## src/rtl/tlca_pkg.sv

```systemverilog
// Shared types, constants and state codes for the tree LCA block.
package tlca_pkg;

    localparam int NODE_W = 10;
    localparam int DIST_W = 11;
    localparam int VC_W   = 11;
    localparam logic [VC_W-1:0] VC_RESET = 11'd1024;

    localparam int DEF_MAX_VERTICES = 1024;
    localparam int DEF_LIFT_LEVELS  = 10;
    localparam int DEF_MAX_EDGES    = 2048;

    typedef enum logic [1:0] {
        CMD_ADD   = 2'd0,
        CMD_BUILD = 2'd1,
        CMD_QUERY = 2'd2,
        CMD_NONE  = 2'd3
    } cmd_t;

    typedef enum logic [2:0] {
        STS_OK        = 3'd0,
        STS_NOT_BUILT = 3'd1,
        STS_RANGE     = 3'd2,
        STS_FULL      = 3'd3,
        STS_UNREACHED = 3'd4
    } status_t;

    typedef enum logic [5:0] {
        S_INIT, S_IDLE, S_DISPATCH,
        S_A_RDU, S_A_WRU, S_A_RDV, S_A_WRV,
        S_B_CLR, S_B_SEED, S_B_POP, S_B_POPW, S_B_HEADW, S_B_EDGE, S_B_TGTW, S_B_VIS,
        S_L_RD, S_L_RDW, S_L_WR,
        S_Q_VU, S_Q_VV, S_Q_VA, S_Q_VCHK,
        S_S_LD, S_S_DX, S_S_DY, S_S_SWAP, S_S_UP, S_S_UPW, S_S_EQ,
        S_S_DN, S_S_DNA, S_S_DNB, S_S_FIN, S_S_FINW, S_S_DL, S_S_DIST,
        S_RESP
    } state_t;

    typedef struct packed {
        cmd_t              op;
        logic              bad;
        logic [NODE_W-1:0] u;
        logic [NODE_W-1:0] v;
        logic [NODE_W-1:0] a;
    } tlca_item_t;

    typedef struct packed {
        logic       valid;
        tlca_item_t item;
    } tlca_req_t;

    typedef struct packed {
        logic ready;
        logic pop;
    } tlca_bk_t;

endpackage

```

## src/rtl/tlca_front.sv

```systemverilog
// Front end: vertex count register, command range checks and a two-entry command queue.
module tlca_front import tlca_pkg::*; #(
    parameter int MAX_VERTICES = DEF_MAX_VERTICES,
    localparam int VN_W = $clog2(MAX_VERTICES) + 1,
    localparam int CW = (VN_W > VC_W) ? VN_W : VC_W
) (
    input  logic              clk,
    input  logic              rst_n,
    input  logic              start,
    output logic              busy,
    input  logic [1:0]        command,
    input  logic [NODE_W-1:0] node_u,
    input  logic [NODE_W-1:0] node_v,
    input  logic [NODE_W-1:0] node_a,
    input  logic              cfg_we,
    input  logic [VC_W-1:0]   cfg_wdata,
    output logic [CW-1:0]     n_live,
    output tlca_req_t         req,
    input  tlca_bk_t          bk
);

    logic [VC_W-1:0] vc_reg;
    tlca_item_t      slot_reg [2];
    logic [1:0]      count_reg, count_next;
    logic            rd_ptr_reg, wr_ptr_reg;
    logic            push;
    logic            u_hi, v_hi, a_hi;
    cmd_t            cmd;
    tlca_item_t      item_in;

    always_comb
    begin
        if (vc_reg == '0)
            n_live = CW'(1);
        else if (CW'(vc_reg) > CW'(MAX_VERTICES))
            n_live = CW'(MAX_VERTICES);
        else
            n_live = CW'(vc_reg);
    end

    assign cmd  = cmd_t'(command);
    assign u_hi = CW'(node_u) >= n_live;
    assign v_hi = CW'(node_v) >= n_live;
    assign a_hi = CW'(node_a) >= n_live;

    always_comb
    begin
        item_in.op = cmd;
        item_in.u  = node_u;
        item_in.v  = node_v;
        item_in.a  = node_a;
        unique case (cmd)
            CMD_ADD:   item_in.bad = u_hi | v_hi;
            CMD_BUILD: item_in.bad = u_hi;
            CMD_QUERY: item_in.bad = u_hi | v_hi | a_hi;
            default:   item_in.bad = 1'b0;
        endcase
    end

    assign busy       = (count_reg == 2'd2) || !bk.ready;
    assign push       = start && !busy && (cmd != CMD_NONE);
    assign count_next = count_reg + {1'b0, push} - {1'b0, bk.pop};
    assign req.valid  = count_reg != 2'd0;
    assign req.item   = slot_reg[rd_ptr_reg];

    always_ff @(posedge clk or negedge rst_n)
    begin
        if (!rst_n)
        begin
            vc_reg     <= VC_RESET;
            count_reg  <= 2'd0;
            rd_ptr_reg <= 1'b0;
            wr_ptr_reg <= 1'b0;
        end
        else
        begin
            if (cfg_we)
                vc_reg <= cfg_wdata;
            count_reg <= count_next;
            if (push)
                wr_ptr_reg <= !wr_ptr_reg;
            if (bk.pop)
                rd_ptr_reg <= !rd_ptr_reg;
        end
    end

    always_ff @(posedge clk)
    begin
        if (push)
            slot_reg[wr_ptr_reg] <= item_in;
    end

endmodule

```

## config.mk

```make
export PLATFORM = sky130hd
export DESIGN_NAME = tlca_front
export DESIGN_NICKNAME = d
export VERILOG_FILES = /design/src/rtl/tlca_pkg.sv /design/src/rtl/tlca_front.sv
export SDC_FILE = /design/constraint.sdc
export NUM_CORES = 1
export LEC_CHECK = 0
export ABC_AREA = 1
export BUFFER_PORTS_ARGS = -buffer_cell sky130_fd_sc_hd__buf_2
export CAP_MARGIN = 40
export CORE_MARGIN = 2
export CORE_UTILIZATION = 53
export DETAILED_ROUTE_END_ITERATION = 10
export PLACE_DENSITY = 0.88
export SLEW_MARGIN = 20
export SYNTH_ARGS = -nofsm -noshare
export SYNTH_HDL_FRONTEND = slang
export SYNTH_SLANG_ARGS = --single-unit
```

## constraint.sdc

```tcl
create_clock -name clk -period 3.2 [get_ports clk]
set_clock_uncertainty 0.1 [all_clocks]
set_input_delay 0.64 -clock clk [delete_from_list [all_inputs] [get_ports clk]]
set_output_delay 0.64 -clock clk [all_outputs]
set_load 0.02 [all_outputs]
```

* After elaboration in Yosys (flattened, before gate mapping)
Memory sizes are Yosys's and may differ from the RTL's.
Index checks and enable logic that the tools add are counted.
Widths: inputs -> output; s select.
** Word-level totals
- Memories kept :: 1
- Bits in registers :: 15
- RAM bits :: 66
- Input bits :: 49
- Word-level logic and storage cells :: 32
- Output and inout bits :: 46
** Operators by class
- Mux-type cells :: 5
- Bitwise operators :: 2
- Equal/unequal tests :: 4
- Magnitude comparators :: 4
- Reductions and logical operators :: 10
- Add/sub/neg operators :: 2
** Memories
- slot_reg :: depth 2, bits a word 33, read ports 1, clocked after memory_dff 0, write ports 1, RTL line tlca_front.sv:23 : tlca_item_t slot_reg [2];
** Operator list (number)
- $ge 10x11->1 :: 3
- $mux 11 :: 2
- $gt 11x11->1 const B :: 1
- $logic_not 11->1 :: 1
- $eq 2x2->1 const B :: 2
- $logic_not 1->1 :: 4
- $pmux 1 s3 :: 1
- $add 2x1->2 :: 1
- $eq 2x1->1 const B :: 1
- $logic_and 1x1->1 :: 2
- $logic_not 2->1 :: 1
- $mux 1 :: 2
- $ne 2x2->1 const B :: 1
- $or 1x1->1 :: 2
- $reduce_bool 2->1 :: 1
- $sub 2x1->2 :: 1
- $logic_or 1x1->1 :: 1

* Depth between registers and ports, before layout
- Depth in word-level cells :: 7
- Mapped depth :: 18
- Gate-level depth less buffers :: 18

* Least setup slack after synthesis
OpenSTA, ideal clock, no wires.
- Path kind :: input to register
- Start point :: input bk[1] (netlist name)
- End point :: memory slot_reg[0][0] (netlist name), enable pin
- Cell stages on the path :: 3
- Buffers on the path :: 0
- Data required time :: 2.677 ns
- Setup slack :: 0.172 ns
- Library setup time :: 0.423 ns
- Arrival time :: 2.505 ns
- Cell sequence :: o21ai_1 -> nand3b_1 -> nor2_1
** On the way
- Cells in the longest elaborated chain, start to end :: 7
** Ends and longest elaborated chain
- start: declaration :: RTL line tlca_front.sv:19 : input tlca_bk_t bk
- $logic_not 1->1 :: RTL line tlca_front.sv:60 : assign busy = (count_reg == 2'd2) || !bk.ready;
- $logic_or 1x1->1 :: RTL line tlca_front.sv:60
- $logic_not 1->1 :: RTL line tlca_front.sv:61 : assign push = start && !busy && (cmd != CMD_NONE);
- $logic_and 1x1->1 (2 in series) :: RTL line tlca_front.sv:61
- $mux 1 :: RTL line tlca_front.sv:89 : if (push)
- $mux 1 (not written as such) :: RTL line tlca_front.sv:90 : slot_reg[wr_ptr_reg] <= item_in;
- end: declaration :: RTL line tlca_front.sv:23
No other way between the ends.

==> qor.txt <==
Final Worst Setup Slack: 0.465 ns
CP most frequent cell: nand2_1
Iter 0 DRT Violations: 117
Syn nets: 399
Post-route ant nets: 0
Switch Pwr: 0.00101 W
CP endpoint kind: flip-flop
Slowest stage delay, CP: 0.37 ns
Largest net degree at the start of global routing: 34
Fin. Hold Viols: 0
Hold buffer count at cts: 0
Drt via density: 5.00
Ports: 95
Crit Path Max Fanout: 9
Leakage power: 2.06 nW
# resized after CTS: 0
Worst-case reg-to-reg path depth: 17
Critical path, cell by cell: inv_1 > nand4_1 > nor3_2 > nor2_2 > nor2_1 > inv_1 > ha_1 > nand2_1 > inv_1 > nand2_1 > nand2_1 > a21oi_1 > nand2_1 > nand2_1 > nand2_1 > nand2_1 > nand2_1
TNS Setup: 0 ns
DRT Pass-1 Iters: 5
Synth cell types: 25
GR Util All Layers: 0.209
Placement Setup Slack: 0.525 ns
Fin area: 4670 um2
Sequential power share: 0.430
First-pass GRT wire length: 12.1 mm
Post-DP Area: 4480 um2
Tcrit/Tclk final: 0.855
CP Class: reg2reg
Die area: 8010 um2
Seq/Total Area, Yosys: 0.609
Critical path arrival: 2.74 ns
Cell-internal power: 0.00204 W
CTS tree: done
Clock latency reported for the late side of the worst-skew pair: 0.35 ns
Most common cell after layout, fill and taps aside: buf_2
Final Slew Violations: 0
PortBufs: 94
Clock transition at path regs: 0.08 ns
Yosys warns: 0
Async SR Flop Fraction: 0.185
Hpwl dp: 5.81 mm
Share of layout cells above drive strength 1: 0.366
Launching element type of the critical path: flip-flop
Post-CTS Repair Setup Buffers: 0
Setup violations, final: 0
DIE HEIGHT: 89.5 um
Status: finished clean
Post-layout util: 0.651
CP required: 3.20 ns
Clock Path Buffers: 2
Largest register FFs: 66
Power Dens Cells: 654 nW/um2
H-Tree Depth: 3
# DRC: 0
Power share of the combinational group: 0.334
Flops & latches, synth: 81
Total power: 0.00306 W
Post-Synthesis Cells: 318
Layout area overhead: 20.6%
Most frequent cells in the layout: buf_2 (94), edfxtp_1 (66), nand2_1 (55)
Ys flop type: edfxtp_1
Core Rows: 31
Number of flops mapped to enable cells by yosys: 66
GRT Residual Overflow: 0
Core area: 7180 um2
MaxCap Viol Count: 0
Mapped cell area: 3870 um2
DR vias: 2615
CTS Sinks: 81
Worst r2r src: vc_reg[7]
Worst R2R Setup Slack: 0.46 ns
Mean cell area of the mapped netlist: 12.2 um2
Max VDD drop: 0.461 mV
Antenna cells: 0
Switching Share: 0.332
Root buffer cell: clkbuf_8
Aggregate routed wire length: 7.77 mm
Crit path time final: 2.74 ns
Slowest CP cell: dfrtp_1
NumNets Final: 500
FF-to-FF End: slot_reg[1][30]
Initial antenna violation count: 0
Worst slew pin tran: 0.591 ns
RSZ-0062 raised after global routing: no
Fmax: 366 MHz
Clock Power Share: 0.236
Vias in the first global route: 2629
Wirelength per Cell: 14.9 um
Max_slew headroom: 0.606
Initial Util: 0.540
Die Wd: 89.5 um
Num CTS Buffers: 9
Hold WC Path Type: in2async
RePlAce Congestion: 0.893
-- layer usage --
layer  up-vias  wire length (um)  global-route usage
met5         -                 0                   0
met2        86              3960               0.368
met1      1224              3240               0.251
met3         8               462              0.0508
met4         0               107              0.0706
li1       1297                 -                   -
-- critical path: cells and delay by family, from the launching register on --
family                     cells  cell delay, ns
and+or+nand+nor               12            1.28
AOI/OAI and AO/OA              1            0.13
buffers and inverters          3            0.28
DFF                            1            0.37
adders and majority gates      1            0.31
-- final cells by class --
type / count / area [um2]
flip-flops and latches: 81 / 2360
repair buffers: 97 / 505
well taps: 99 / 124
fillers: 555 / 2500
inverters: 37 / 139
clock inverters: 7 / 71.3
multi-input cells: 193 / 1350
clock buffers: 9 / 124
-- cell usage after synthesis, types with 2 or more instances --
cell      instances  area [um2]
edfxtp_1         66        1980
nor2_2            3        18.8
nor2_1           27         101
nand4_1           2        12.5
buf_2             4        20.0
clkbuf_1          3        11.3
o21ai_0          13        65.1
inv_1            36         135
nand3_1           7        35.0
ha_1             32         400
xor2_1            2        17.5
xnor2_1           2        17.5
nand2_1          55         206
dfrtp_1          14         350
mux2_2           33         372
a21oi_1          10        50.1
-- per-stage QoR --
step | hold slack [ns] | instances
2_1_floorplan | 0.244 | 318
3_3_place_gp | 0.357 | 507
3_5_place_dp | 0.371 | 507
4_1_cts | 0.0781 | 523
5_1_grt | 0.0920 | 523
6_report | 0.0835 | 523
-- how the worst max path moves through the flow --
stage | startpoint | endpoint | cells after the start | slack [ns]
final | vc_reg[7] | slot_reg[1][30] | 17 | 0.46
after global routing | vc_reg[7] | slot_reg[1][30] | 17 | 0.22
after CTS | vc_reg[8] | slot_reg[1][30] | 17 | 0.50
after detailed placement | vc_reg[8] | slot_reg[0][30] | 17 | 0.53
after global placement | vc_reg[9] | slot_reg[0][30] | 14 | 0.64
after floorplan | bk[1] | slot_reg[0][0] | 3 | 0.17
-- power groups by stage --
| stage | clock (W) | sequential (W) | combinational [W] |
|---|---|---|---|
| floorplan | 0 | 0.00132 | 0.000727 |
| detailed placement | 0 | 0.00134 | 0.00103 |
| CTS | 0.000739 | 0.00132 | 0.00104 |
| global route | 0.000775 | 0.00133 | 0.00113 |
| finish | 0.000723 | 0.00131 | 0.00102 |
| global placement | 0 | 0.00133 | 0.00100 |
-- logic make-up (layout without fill, tap and decap cells) --
group	count (synthesis)	count (layout)	share of synthesized area
XOR/XNOR	4	4	0.00904
buffers and inverters	44	150	0.0439
adder cells (fa/ha/maj)	32	32	0.103
flip-flops	81	81	0.609
AO/OA/AOI/OAI	26	26	0.0349
AND/OR/NAND/NOR	98	98	0.104
multiplexers	33	33	0.0959
Power figures use the tool's default switching activity.
